==> src/design/pesf_pkg.sv <==
`default_nettype none

package pesf_pkg;

    localparam int unsigned OP_W     = 4;
    localparam int unsigned REJ_W    = 4;
    localparam int unsigned STATE_W  = 3;
    localparam int unsigned PERM_W   = 5;
    localparam int unsigned ID_W     = 64;
    localparam int unsigned FLAGS_W  = 8;
    localparam int unsigned ERR_W    = 8;

    // item opcodes
    localparam logic [OP_W-1:0] OP_READINESS = 4'd0;
    localparam logic [OP_W-1:0] OP_PLAN      = 4'd1;
    localparam logic [OP_W-1:0] OP_EXECUTE   = 4'd2;
    localparam logic [OP_W-1:0] OP_PAUSE     = 4'd3;
    localparam logic [OP_W-1:0] OP_RESUME    = 4'd4;
    localparam logic [OP_W-1:0] OP_ABORT     = 4'd5;
    localparam logic [OP_W-1:0] OP_VALIDATED = 4'd6;
    localparam logic [OP_W-1:0] OP_PLAN_FAIL = 4'd7;
    localparam logic [OP_W-1:0] OP_PAUSE_OK  = 4'd8;
    localparam logic [OP_W-1:0] OP_SUCCESS   = 4'd9;
    localparam logic [OP_W-1:0] OP_FAULT     = 4'd10;

    // reject codes
    localparam logic [REJ_W-1:0] REJ_NONE          = 4'd0;
    localparam logic [REJ_W-1:0] REJ_PLAN_DENIED   = 4'd1;
    localparam logic [REJ_W-1:0] REJ_NOT_READY     = 4'd2;
    localparam logic [REJ_W-1:0] REJ_EXEC_DENIED   = 4'd3;
    localparam logic [REJ_W-1:0] REJ_STALE         = 4'd4;
    localparam logic [REJ_W-1:0] REJ_PAUSE_DENIED  = 4'd5;
    localparam logic [REJ_W-1:0] REJ_RESUME_DENIED = 4'd6;
    localparam logic [REJ_W-1:0] REJ_TOLERANCE     = 4'd7;
    localparam logic [REJ_W-1:0] REJ_ABORT_DENIED  = 4'd8;

    // permission bit positions
    localparam int unsigned P_PLAN   = 0;
    localparam int unsigned P_EXEC   = 1;
    localparam int unsigned P_PAUSE  = 2;
    localparam int unsigned P_RESUME = 3;
    localparam int unsigned P_ABORT  = 4;

    localparam logic [ERR_W-1:0]   ERR_NONE           = 8'd0;
    localparam logic [ERR_W-1:0]   ERR_READINESS_LOST = 8'd1;
    localparam logic [FLAGS_W-1:0] FLAGS_ALL_OK       = 8'hFF;

    // permission set per state, indexed by state number
    function automatic logic [PERM_W-1:0] perm_of(input logic [STATE_W-1:0] st);
        logic [PERM_W-1:0] p;
        case (st)
            3'd0:    p = 5'b00000;
            3'd1:    p = 5'b00001;
            3'd2:    p = 5'b10000;
            3'd3:    p = 5'b10011;
            3'd4:    p = 5'b10100;
            3'd5:    p = 5'b11000;
            3'd6:    p = 5'b00001;
            3'd7:    p = 5'b10000;
            default: p = 5'b00000;
        endcase
        return p;
    endfunction

endpackage

`default_nettype wire

==> src/design/plan_execute_supervisor_fsm_core.sv <==
`default_nettype none

// Plan/execute supervisor. One item (readiness update, command or event) is
// taken per beat on the input channel and gives exactly one result beat.
// Sustained rate is one item per cycle while the result side is not stalled;
// an accepted item is held in the input register while the state update and
// result are computed in a single pass into the result register.
// The supervisor state is updated in the same cycle the result is written,
// so back-to-back items see each other's effects. Input ready drops only
// while the result register is full and not being taken.
module plan_execute_supervisor_fsm_core (
    input  wire logic                           clk,
    input  wire logic                           rst_n,

    input  wire logic                           in_valid,
    output logic                                in_ready,
    input  wire logic [pesf_pkg::OP_W-1:0]      op,
    input  wire logic [pesf_pkg::FLAGS_W-1:0]   ready_flags,
    input  wire logic [pesf_pkg::ID_W-1:0]      cand_id,
    input  wire logic [pesf_pkg::ID_W-1:0]      session_tag,
    input  wire logic [pesf_pkg::ERR_W-1:0]     fault_code,
    input  wire logic                           tol_ok,
    input  wire logic                           candidate_valid,
    input  wire logic                           protocol_corrupt,

    output logic                                out_valid,
    input  wire logic                           out_ready,
    output logic                                accepted,
    output logic [pesf_pkg::REJ_W-1:0]          reject_code,
    output logic [pesf_pkg::STATE_W-1:0]        cur_state,
    output logic [pesf_pkg::PERM_W-1:0]         allowed_cmds,
    output logic [pesf_pkg::ID_W-1:0]           planned_id,
    output logic [pesf_pkg::ID_W-1:0]           session_num,
    output logic [pesf_pkg::ERR_W-1:0]          error_code_out,
    output logic                                is_ready
);

    typedef enum logic [pesf_pkg::STATE_W-1:0] {
        ST_NOTREADY  = 3'd0,
        ST_READY     = 3'd1,
        ST_PLANNING  = 3'd2,
        ST_PLANNED   = 3'd3,
        ST_EXECUTING = 3'd4,
        ST_PAUSED    = 3'd5,
        ST_SUCCEEDED = 3'd6,
        ST_ERROR     = 3'd7
    } state_t;

    // input register
    logic                           ir_valid_reg;
    logic [pesf_pkg::OP_W-1:0]      ir_op_reg;
    logic [pesf_pkg::FLAGS_W-1:0]   ir_flags_reg;
    logic [pesf_pkg::ID_W-1:0]      ir_cand_reg;
    logic [pesf_pkg::ID_W-1:0]      ir_tag_reg;
    logic [pesf_pkg::ERR_W-1:0]     ir_code_reg;
    logic                           ir_tol_reg;
    logic                           ir_cvalid_reg;
    logic                           ir_corrupt_reg;

    // supervisor state
    state_t                         state_reg, state_next;
    logic [pesf_pkg::FLAGS_W-1:0]   health_reg, health_next;
    logic [pesf_pkg::ID_W-1:0]      planned_reg, planned_next;
    logic [pesf_pkg::ID_W-1:0]      session_reg, session_next;
    logic                           pause_pend_reg, pause_pend_next;
    logic [pesf_pkg::ERR_W-1:0]     err_reg, err_next;

    // result register
    logic                           out_valid_reg;
    logic [pesf_pkg::REJ_W-1:0]     rej_reg, rej_next;
    logic [pesf_pkg::STATE_W-1:0]   ostate_reg;
    logic [pesf_pkg::PERM_W-1:0]    operm_reg;
    logic [pesf_pkg::ID_W-1:0]      oplanned_reg;
    logic [pesf_pkg::ID_W-1:0]      osession_reg;
    logic [pesf_pkg::ERR_W-1:0]     oerr_reg;
    logic                           oready_reg;

    logic                           advance;
    logic                           rdy_now;
    logic                           new_ok;
    logic                           tag_match;
    logic [pesf_pkg::PERM_W-1:0]    perm_now;

    assign advance  = ir_valid_reg && (!out_valid_reg || out_ready);
    assign in_ready = !ir_valid_reg || advance;

    assign rdy_now   = (health_reg == pesf_pkg::FLAGS_ALL_OK);
    assign new_ok    = (ir_flags_reg == pesf_pkg::FLAGS_ALL_OK);
    assign tag_match = (ir_tag_reg == session_reg);
    assign perm_now  = pesf_pkg::perm_of(state_reg);

    always_comb
    begin
        state_next      = state_reg;
        health_next     = health_reg;
        planned_next    = planned_reg;
        session_next    = session_reg;
        pause_pend_next = pause_pend_reg;
        err_next        = err_reg;
        rej_next        = pesf_pkg::REJ_NONE;

        case (ir_op_reg)
            pesf_pkg::OP_READINESS:
            begin
                health_next = ir_flags_reg;
                case (state_reg)
                    ST_NOTREADY:
                    begin
                        if (new_ok)
                            state_next = ST_READY;
                    end
                    ST_READY, ST_SUCCEEDED:
                    begin
                        if (!new_ok)
                            state_next = ST_NOTREADY;
                    end
                    ST_PLANNING, ST_EXECUTING, ST_PAUSED:
                    begin
                        if (!new_ok)
                        begin
                            planned_next    = '0;
                            pause_pend_next = 1'b0;
                            err_next        = pesf_pkg::ERR_READINESS_LOST;
                            state_next      = ST_ERROR;
                        end
                    end
                    ST_PLANNED:
                    begin
                        if (!new_ok)
                        begin
                            planned_next = '0;
                            state_next   = ST_NOTREADY;
                        end
                    end
                    default: ;
                endcase
            end
            pesf_pkg::OP_PLAN:
            begin
                if (!perm_now[pesf_pkg::P_PLAN])
                    rej_next = pesf_pkg::REJ_PLAN_DENIED;
                else if (!rdy_now)
                    rej_next = pesf_pkg::REJ_NOT_READY;
                else
                begin
                    planned_next    = '0;
                    pause_pend_next = 1'b0;
                    err_next        = pesf_pkg::ERR_NONE;
                    session_next    = session_reg + pesf_pkg::ID_W'(1);
                    state_next      = ST_PLANNING;
                end
            end
            pesf_pkg::OP_EXECUTE:
            begin
                if (!perm_now[pesf_pkg::P_EXEC])
                    rej_next = pesf_pkg::REJ_EXEC_DENIED;
                else if (!rdy_now)
                    rej_next = pesf_pkg::REJ_NOT_READY;
                else if (state_reg != ST_PLANNED || ir_cand_reg == '0
                         || ir_cand_reg != planned_reg)
                    rej_next = pesf_pkg::REJ_STALE;
                else
                begin
                    pause_pend_next = 1'b0;
                    state_next      = ST_EXECUTING;
                end
            end
            pesf_pkg::OP_PAUSE:
            begin
                if (!perm_now[pesf_pkg::P_PAUSE])
                    rej_next = pesf_pkg::REJ_PAUSE_DENIED;
                else
                    pause_pend_next = 1'b1;
            end
            pesf_pkg::OP_RESUME:
            begin
                if (!perm_now[pesf_pkg::P_RESUME])
                    rej_next = pesf_pkg::REJ_RESUME_DENIED;
                else if (!ir_tol_reg)
                    rej_next = pesf_pkg::REJ_TOLERANCE;
                else if (!rdy_now)
                    rej_next = pesf_pkg::REJ_NOT_READY;
                else
                begin
                    pause_pend_next = 1'b0;
                    state_next      = ST_EXECUTING;
                end
            end
            pesf_pkg::OP_ABORT:
            begin
                if (!perm_now[pesf_pkg::P_ABORT])
                    rej_next = pesf_pkg::REJ_ABORT_DENIED;
                else if (state_reg == ST_ERROR && !rdy_now)
                    rej_next = pesf_pkg::REJ_NOT_READY;
                else
                begin
                    planned_next    = '0;
                    pause_pend_next = 1'b0;
                    err_next        = pesf_pkg::ERR_NONE;
                    // aborting a plan retires its session
                    if (state_reg == ST_PLANNING)
                        session_next = session_reg + pesf_pkg::ID_W'(1);
                    state_next = ST_READY;
                end
            end
            pesf_pkg::OP_VALIDATED:
            begin
                if (state_reg == ST_PLANNING && tag_match)
                begin
                    if (!ir_cvalid_reg || ir_cand_reg == '0)
                    begin
                        planned_next = '0;
                        state_next   = ST_READY;
                    end
                    else
                    begin
                        planned_next = ir_cand_reg;
                        state_next   = ST_PLANNED;
                    end
                end
            end
            pesf_pkg::OP_PLAN_FAIL:
            begin
                if (state_reg == ST_PLANNING && tag_match)
                begin
                    planned_next = '0;
                    err_next     = ir_code_reg;
                    state_next   = ir_corrupt_reg ? ST_ERROR : ST_READY;
                end
            end
            pesf_pkg::OP_PAUSE_OK:
            begin
                if (state_reg == ST_EXECUTING && pause_pend_reg)
                begin
                    pause_pend_next = 1'b0;
                    state_next      = ST_PAUSED;
                end
            end
            pesf_pkg::OP_SUCCESS:
            begin
                if (state_reg == ST_EXECUTING)
                begin
                    pause_pend_next = 1'b0;
                    state_next      = ST_SUCCEEDED;
                end
            end
            pesf_pkg::OP_FAULT:
            begin
                if (state_reg == ST_EXECUTING || state_reg == ST_PAUSED)
                begin
                    planned_next    = '0;
                    pause_pend_next = 1'b0;
                    err_next        = ir_code_reg;
                    state_next      = ST_ERROR;
                end
            end
            default: ;
        endcase
    end

    always_ff @(posedge clk or negedge rst_n)
    begin
        if (!rst_n)
        begin
            ir_valid_reg   <= 1'b0;
            out_valid_reg  <= 1'b0;
            state_reg      <= ST_NOTREADY;
            health_reg     <= '0;
            planned_reg    <= '0;
            session_reg    <= '0;
            pause_pend_reg <= 1'b0;
            err_reg        <= pesf_pkg::ERR_NONE;
            rej_reg        <= pesf_pkg::REJ_NONE;
            ostate_reg     <= ST_NOTREADY;
            operm_reg      <= '0;
            oplanned_reg   <= '0;
            osession_reg   <= '0;
            oerr_reg       <= pesf_pkg::ERR_NONE;
            oready_reg     <= 1'b0;
        end
        else
        begin
            if (in_ready)
                ir_valid_reg <= in_valid;

            if (advance)
            begin
                state_reg      <= state_next;
                health_reg     <= health_next;
                planned_reg    <= planned_next;
                session_reg    <= session_next;
                pause_pend_reg <= pause_pend_next;
                err_reg        <= err_next;
                out_valid_reg  <= 1'b1;
                rej_reg        <= rej_next;
                ostate_reg     <= state_next;
                operm_reg      <= pesf_pkg::perm_of(state_next);
                oplanned_reg   <= planned_next;
                osession_reg   <= session_next;
                oerr_reg       <= err_next;
                oready_reg     <= (health_next == pesf_pkg::FLAGS_ALL_OK);
            end
            else if (out_ready)
                out_valid_reg <= 1'b0;
        end
    end

    // input payload registers, no reset
    always_ff @(posedge clk)
    begin
        if (in_ready && in_valid)
        begin
            ir_op_reg      <= op;
            ir_flags_reg   <= ready_flags;
            ir_cand_reg    <= cand_id;
            ir_tag_reg     <= session_tag;
            ir_code_reg    <= fault_code;
            ir_tol_reg     <= tol_ok;
            ir_cvalid_reg  <= candidate_valid;
            ir_corrupt_reg <= protocol_corrupt;
        end
    end

    assign out_valid      = out_valid_reg;
    assign accepted       = (rej_reg == pesf_pkg::REJ_NONE);
    assign reject_code    = rej_reg;
    assign cur_state      = ostate_reg;
    assign allowed_cmds   = operm_reg;
    assign planned_id     = oplanned_reg;
    assign session_num    = osession_reg;
    assign error_code_out = oerr_reg;
    assign is_ready       = oready_reg;

    // only Executing can have a pause outstanding
    a_pause_only_exec: assert property (@(posedge clk) disable iff (!rst_n)
        pause_pend_reg |-> state_reg == ST_EXECUTING)
        else $error("pause pending outside Executing");

    // every state other than NotReady and Error implies full health
    a_health: assert property (@(posedge clk) disable iff (!rst_n)
        (state_reg != ST_NOTREADY && state_reg != ST_ERROR) |-> rdy_now)
        else $error("active state with health flags not all set");

    // NotReady never holds with full health
    a_notready: assert property (@(posedge clk) disable iff (!rst_n)
        state_reg == ST_NOTREADY |-> !rdy_now)
        else $error("NotReady while health flags all set");

    // session counter moves by at most one per cycle
    a_session_step: assert property (@(posedge clk) disable iff (!rst_n)
        ##1 (session_reg == $past(session_reg)
             || session_reg == $past(session_reg) + pesf_pkg::ID_W'(1)))
        else $error("session counter jumped");

    // reported permissions match reported state
    a_perm_out: assert property (@(posedge clk) disable iff (!rst_n)
        out_valid_reg |-> operm_reg == pesf_pkg::perm_of(ostate_reg))
        else $error("allowed_cmds does not match cur_state");

endmodule

`default_nettype wire

==> config.mk <==
export PLATFORM = sky130hd
export DESIGN_NAME = plan_execute_supervisor_fsm_core
export DESIGN_NICKNAME = d
export VERILOG_FILES = /design/src/design/pesf_pkg.sv /design/src/design/plan_execute_supervisor_fsm_core.sv
export SDC_FILE = /design/constraint.sdc
export NUM_CORES = 1
export LEC_CHECK = 0
export ABC_AREA = 1
export BUFFER_PORTS_ARGS = -buffer_cell sky130_fd_sc_hd__buf_2
export CELL_PAD_IN_SITES_DETAIL_PLACEMENT = 2
export CELL_PAD_IN_SITES_GLOBAL_PLACEMENT = 2
export CORE_ASPECT_RATIO = 1.4
export CORE_UTILIZATION = 33
export DETAILED_ROUTE_END_ITERATION = 6
export PLACE_DENSITY = 0.8
export SLEW_MARGIN = 20
export SYNTH_ARGS = -nofsm -noshare
export SYNTH_HDL_FRONTEND = slang
export SYNTH_SLANG_ARGS = --single-unit
==> constraint.sdc <==
create_clock -name clk -period 4.4 [get_ports clk]
set_clock_uncertainty 0.1 [all_clocks]
set_input_delay 0.88 -clock clk [delete_from_list [all_inputs] [get_ports clk]]
set_output_delay 0.88 -clock clk [all_outputs]
set_load 0.01 [all_outputs]
== Yosys cells after proc, flatten, opt, wreduce, memory -nomap -nowiden ==
Memories as Yosys holds them, arrays and structs flattened. A register that Yosys moved wholly into a read port is not among the register bits.
Cells that the tools add are included.
Widths: inputs -> output; s select.

* Bits in read-only memories: 80
* Register bits after elaboration: 306
* Word-level logic and storage cells: 173
* Memories kept: 2

* $add $sub $neg: 1
* Equality and inequality tests: 42
* Mux-type cells: 78
* Reductions and logical operators: 32

{| class="wikitable"
|+ Memory list
! name !! depth !! bits a word !! read ports !! clocked after Yosys merged registers in !! write ports !! line !! text
|-
| (name not given) || 8 || 5 || 1 || 1 || 0 || pesf_pkg.sv:51 || <nowiki>case (st)</nowiki>
|-
| (name not given) || 8 || 5 || 1 || 0 || 0 || pesf_pkg.sv:51 ||
|}

{| class="wikitable"
|+ Operator list
! cell !! count
|-
| $mux 64 || 15
|-
| $pmux 64 s6 || 1
|-
| $pmux 64 s2 || 1
|-
| $mux 8 || 9
|-
| $mux 3 || 23
|-
| $add 64x1->64 const B || 1
|-
| $eq 64x64->1 || 1
|-
| $logic_not 64->1 || 1
|-
| $ne 64x64->1 || 1
|-
| $pmux 8 s5 || 1
|-
| $ne 2x2->1 const B || 18
|-
| $pmux 3 s10 || 1
|-
| $eq 8x8->1 const B || 3
|-
| $pmux 4 s5 || 1
|-
| $mux 1 || 17
|-
| $eq 4x3->1 const B || 4
|-
| $reduce_and 16->1 || 1
|-
| $eq 3x3->1 const B || 4
|-
| $eq 4x4->1 const B || 3
|-
| $mux 4 || 3
|-
| $reduce_and 11->1 || 1
|-
| $reduce_and 10->1 || 1
|-
| $pmux 1 s9 || 1
|-
| $pmux 3 s3 || 1
|-
| 19 further kinds || 40
|}

== Logic depth before layout (Yosys ltp) ==
* Depth in word-level cells: 7
* Mapped depth: 20
* Gate-level depth less buffers: 20

== Worst setup path before layout ==
Ideal clock, no wire load.

* Path kind: input port to flip-flop
* Start: in out_ready
* End: reg ir_cand_reg[0] (netlist name) (enable)
* Setup time: 0.504 ns
* Path slack: -0.280 ns
* Stages: 4
* Arrival time: 4.076 ns
* Cells stage by stage: inv_1 > nand3_1 > nand2_1 > inv_1

* Word-level cells in the longest chain between the ends: 4

{| class="wikitable"
|+ Ends and longest elaborated chain
! what !! line !! text
|-
| start: declaration || plan_execute_supervisor_fsm_core.sv:27 || <nowiki>input wire logic out_ready,</nowiki>
|-
| $logic_or 1x1->1 || plan_execute_supervisor_fsm_core.sv:84 || <nowiki>assign advance = ir_valid_reg && (!out_valid_reg || out_ready);</nowiki>
|-
| $logic_and 1x1->1 || plan_execute_supervisor_fsm_core.sv:84 ||
|-
| $logic_or 1x1->1 || plan_execute_supervisor_fsm_core.sv:85 || <nowiki>assign in_ready = !ir_valid_reg || advance;</nowiki>
|-
| named net in_ready || plan_execute_supervisor_fsm_core.sv:16 || <nowiki>output logic in_ready,</nowiki>
|-
| $logic_and 1x1->1 || plan_execute_supervisor_fsm_core.sv:311 || <nowiki>if (in_ready && in_valid)</nowiki>
|-
| end signal: assignment || plan_execute_supervisor_fsm_core.sv:315 || <nowiki>ir_cand_reg <= cand_id;</nowiki>
|-
| end: declaration || plan_execute_supervisor_fsm_core.sv:53 || <nowiki>logic [pesf_pkg::ID_W-1:0] ir_cand_reg;</nowiki>
|}

The timed path passes the listed nets, and every way through them passes these cells.
A chain may end at the register's enable or synchronous reset.

==> reports/metrics.csv <==
metric;value;unit
commonest non-fill, non-tap cell in the layout;nand2_1;
P_sw;0.00327;W
antenna viol nets, final;0;
Synth Cell Area;16400;µm²
most frequent cells in the layout;nand2_1, buf_2, inv_1, nor2_1, dfrtp_1;
Comb pwr share;24.0;%
wire per inst;21.5;µm
Worst Path Max Fanout;45;
worst relative slew slack;38.4;%
adder-cell share of the synthesized area;0.0762;%
unrepaired setup endpoints after global routing;no;
port bufs;306;
post-cts sizing count;0;
final instance area;19800;µm²
initial DRC count;536;
Clock Path Buffers;3;
H-Tree Level Count;2;
PwrDens;470;nW/µm²
Synth Area per Inst;8.27;µm²
Worst EP required;4.76;ns
internal power;0.00602;W
post-synthesis compound-gate area fraction;6.42;%
gr ovfl total;0;
vias in the first global route;16900;
endpoint type of the worst setup path;register;
Initial Util;33.5;%
Post-CTS Setup Bufs;0;
depth of the worst register-to-register path;13;
CP peak stage delay;0.59;ns
die height;266;µm
number of hold buffers added after CTS;0;
largest net degree at the start of global routing;64;
CTS buffer count;37;
I/O pins;307;
CP Launch Type;register;
dpl hpwl;49600;µm
root buffer cell;clkbuf_16;
Final min period;3.85;ns
# clock sinks;311;
Gate Count Post-Synth;1984;
Reg2Reg Setup Slack;0.55;ns
placed inst area;18600;µm²
First-pass DRT Iterations;7;
Vias;14800;
GRT busiest layer;met2;
global router's overall resource usage;25.5;%
Distinct cells, synth;50;
Final TNS setup;0;ns
vias per cell;5.00;
Max IR drop VDD;0.000293;V
clock slew seen by the registers of the worst setup and hold paths;0.06;ns
HP Class;in2async;
# Max-Cap Violations;0;
share of the synthesized area in the top cell type;27.6;%
synth top area cells;edfxtp_1, dfrtp_1, nand2_1, inv_1, nor2_1;
Fin. Hold Viols;0;
largest family of logic cells by synthesized area;simple AND/OR/NAND/NOR gates;
fin nets;2464;
Final Cycle Share;87.5;%
Core Area;49000;µm²
WP buf/inv;2;
RR Endpoint;planned_id[0];
post-synthesis mux area share;0.122;%
sequential power share;43.2;%
simple-gate share of the synthesized area;27.4;%
num rows;96;
CP Data Arrival Time;4.21;ns
yosys synthesis warning count;0;
most common flop cell mapped by yosys;dfrtp_1;
XOR/XNOR Fraction of Synth Area;5.92;%
Slowest-stage cell, CP;and3_4;
gpl congestion;0.951;
worst r2r src;cur_state[0];
ys async rst share;51.4;%
die width;191;µm
M2 GR Usage;49.4;%
grt met3 use;3.23;%
clock power share;32.7;%
crit-path cells;inv_2 > nand2_4 > nor2_4 > nand2_1 > nor2_1 > nand3_1 > nor2_1 > nand3_2 > a21oi_2 > and3_4 > buf_4 > nand3_1 > o21ai_1;
CTS tree;done;
Sw Ratio;35.2;%
area grow syn2layout;20.4;%
latest clock arrival within the worst-skew pair;0.56;ns
family with the most delay on the worst path;simple AND/OR/NAND/NOR gates;
first-pass GRT wire length;97400;µm
share of cells above drive strength 1;19.2;%
run status;finished clean;
die area;50700;µm²
cell taking the most area after synthesis;edfxtp_1;
leakage;8.86;nW
grt met1 use;26.4;%
Mapped Nets;2140;
# diodes;0;
post-synthesis sequential area ratio;52.0;%
initial antenna violation count;0;
Crit Path Class;reg2reg;
Routed WL;63800;µm
Max Slew Vio Count;0;
DRC errors left;0;
Post-synth EDFFs;151;
Fmax;260;MHz
Worst-Margin Slew;0.924;ns
# setup viols final;0;
flops & latches, synth;311;
metal layers:
layer	share of wire [%]	vias up
met3	3.3	121
met5	0	-
met1	36	7395
met2	55	359
met4	5.3	0
li1	-	6969
power groups by stage:
stage	Sequential (W)	Clock [W]	Combinational (W)
after floorplan	0.00400	0	0.00126
after global placement	0.00404	0	0.00215
after detailed placement	0.00406	0	0.00224
after CTS	0.00402	0.00312	0.00228
after global routing	0.00408	0.00321	0.00248
final	0.00402	0.00304	0.00223
Yosys cell counts, types with 2 or more instances:
master,number
nand3_1,102
buf_2,7
or2_2,3
nand3_2,21
a22oi_1,2
o21ai_1,52
o31ai_1,2
dfrtp_1,160
nand4_1,27
o21a_1,3
xor2_1,60
edfxtp_1,151
nor4_1,14
buf_4,3
nor2_2,8
xnor2_1,51
o21ai_2,20
a21oi_1,15
nand3b_1,3
nor2_1,236
o22ai_1,2
o21ai_0,80
a31oi_1,2
buf_8,4
nor2_4,2
buf_6,9
inv_1,259
clkbuf_1,11
nor3_1,46
mux2i_1,2
nand2_1,591
inv_2,18
final cells by class:
class | count | area [µm²]
Clock inverter | 12 | 135
Clock buffer | 53 | 1020
Timing Repair Buffer | 321 | 1680
Tap cell | 637 | 797
Inverter | 277 | 1040
Fill cell | 5611 | 29200
Sequential cell | 311 | 8540
Multi-Input combinational cell | 1360 | 6560
stage by stage:
| stage | setup slack (ns) | hold slack, ns | utilization, % | power, W | instances |
|---|---|---|---|---|---|
| 2_1_floorplan | 0.437 | 0.373 | - | 0.00526 | 1984 |
| 6_report | 0.550 | 0.138 | 40.3 | 0.00929 | 2971 |
| 4_1_cts | 0.471 | 0.141 | 40.3 | 0.00942 | 2971 |
| 3_3_place_gp | 0.620 | 0.369 | 38.0 | 0.00619 | 2906 |
| 3_5_place_dp | 0.509 | 0.376 | 38.0 | 0.00630 | 2906 |
| 5_1_grt | 0.290 | 0.148 | 40.3 | 0.00977 | 2971 |
logic make-up after synthesis:
group                      count (synthesis)
and+or+nand+nor                         1060
buffers and inverters                    313
DFF                                      311
AOI/OAI and AO/OA                        186
xor gates and xnor gates                 111
muxes                                      2
adders and majority gates                  1
worst max-delay path by stage:
stage | start | endpoint | slack, ns | cells after the start
2_1_floorplan | out_ready | ir_cand_reg[0] | 0.44 | 4
3_3_place_gp | cur_state[0] | planned_id[14] | 0.62 | 13
3_5_place_dp | cur_state[0] | planned_id[0] | 0.51 | 13
4_1_cts | cur_state[0] | planned_id[0] | 0.47 | 13
5_1_grt | cur_state[0] | planned_id[0] | 0.29 | 13
6_report | cur_state[0] | planned_id[0] | 0.55 | 13
Power figures use the tool's default switching activity.
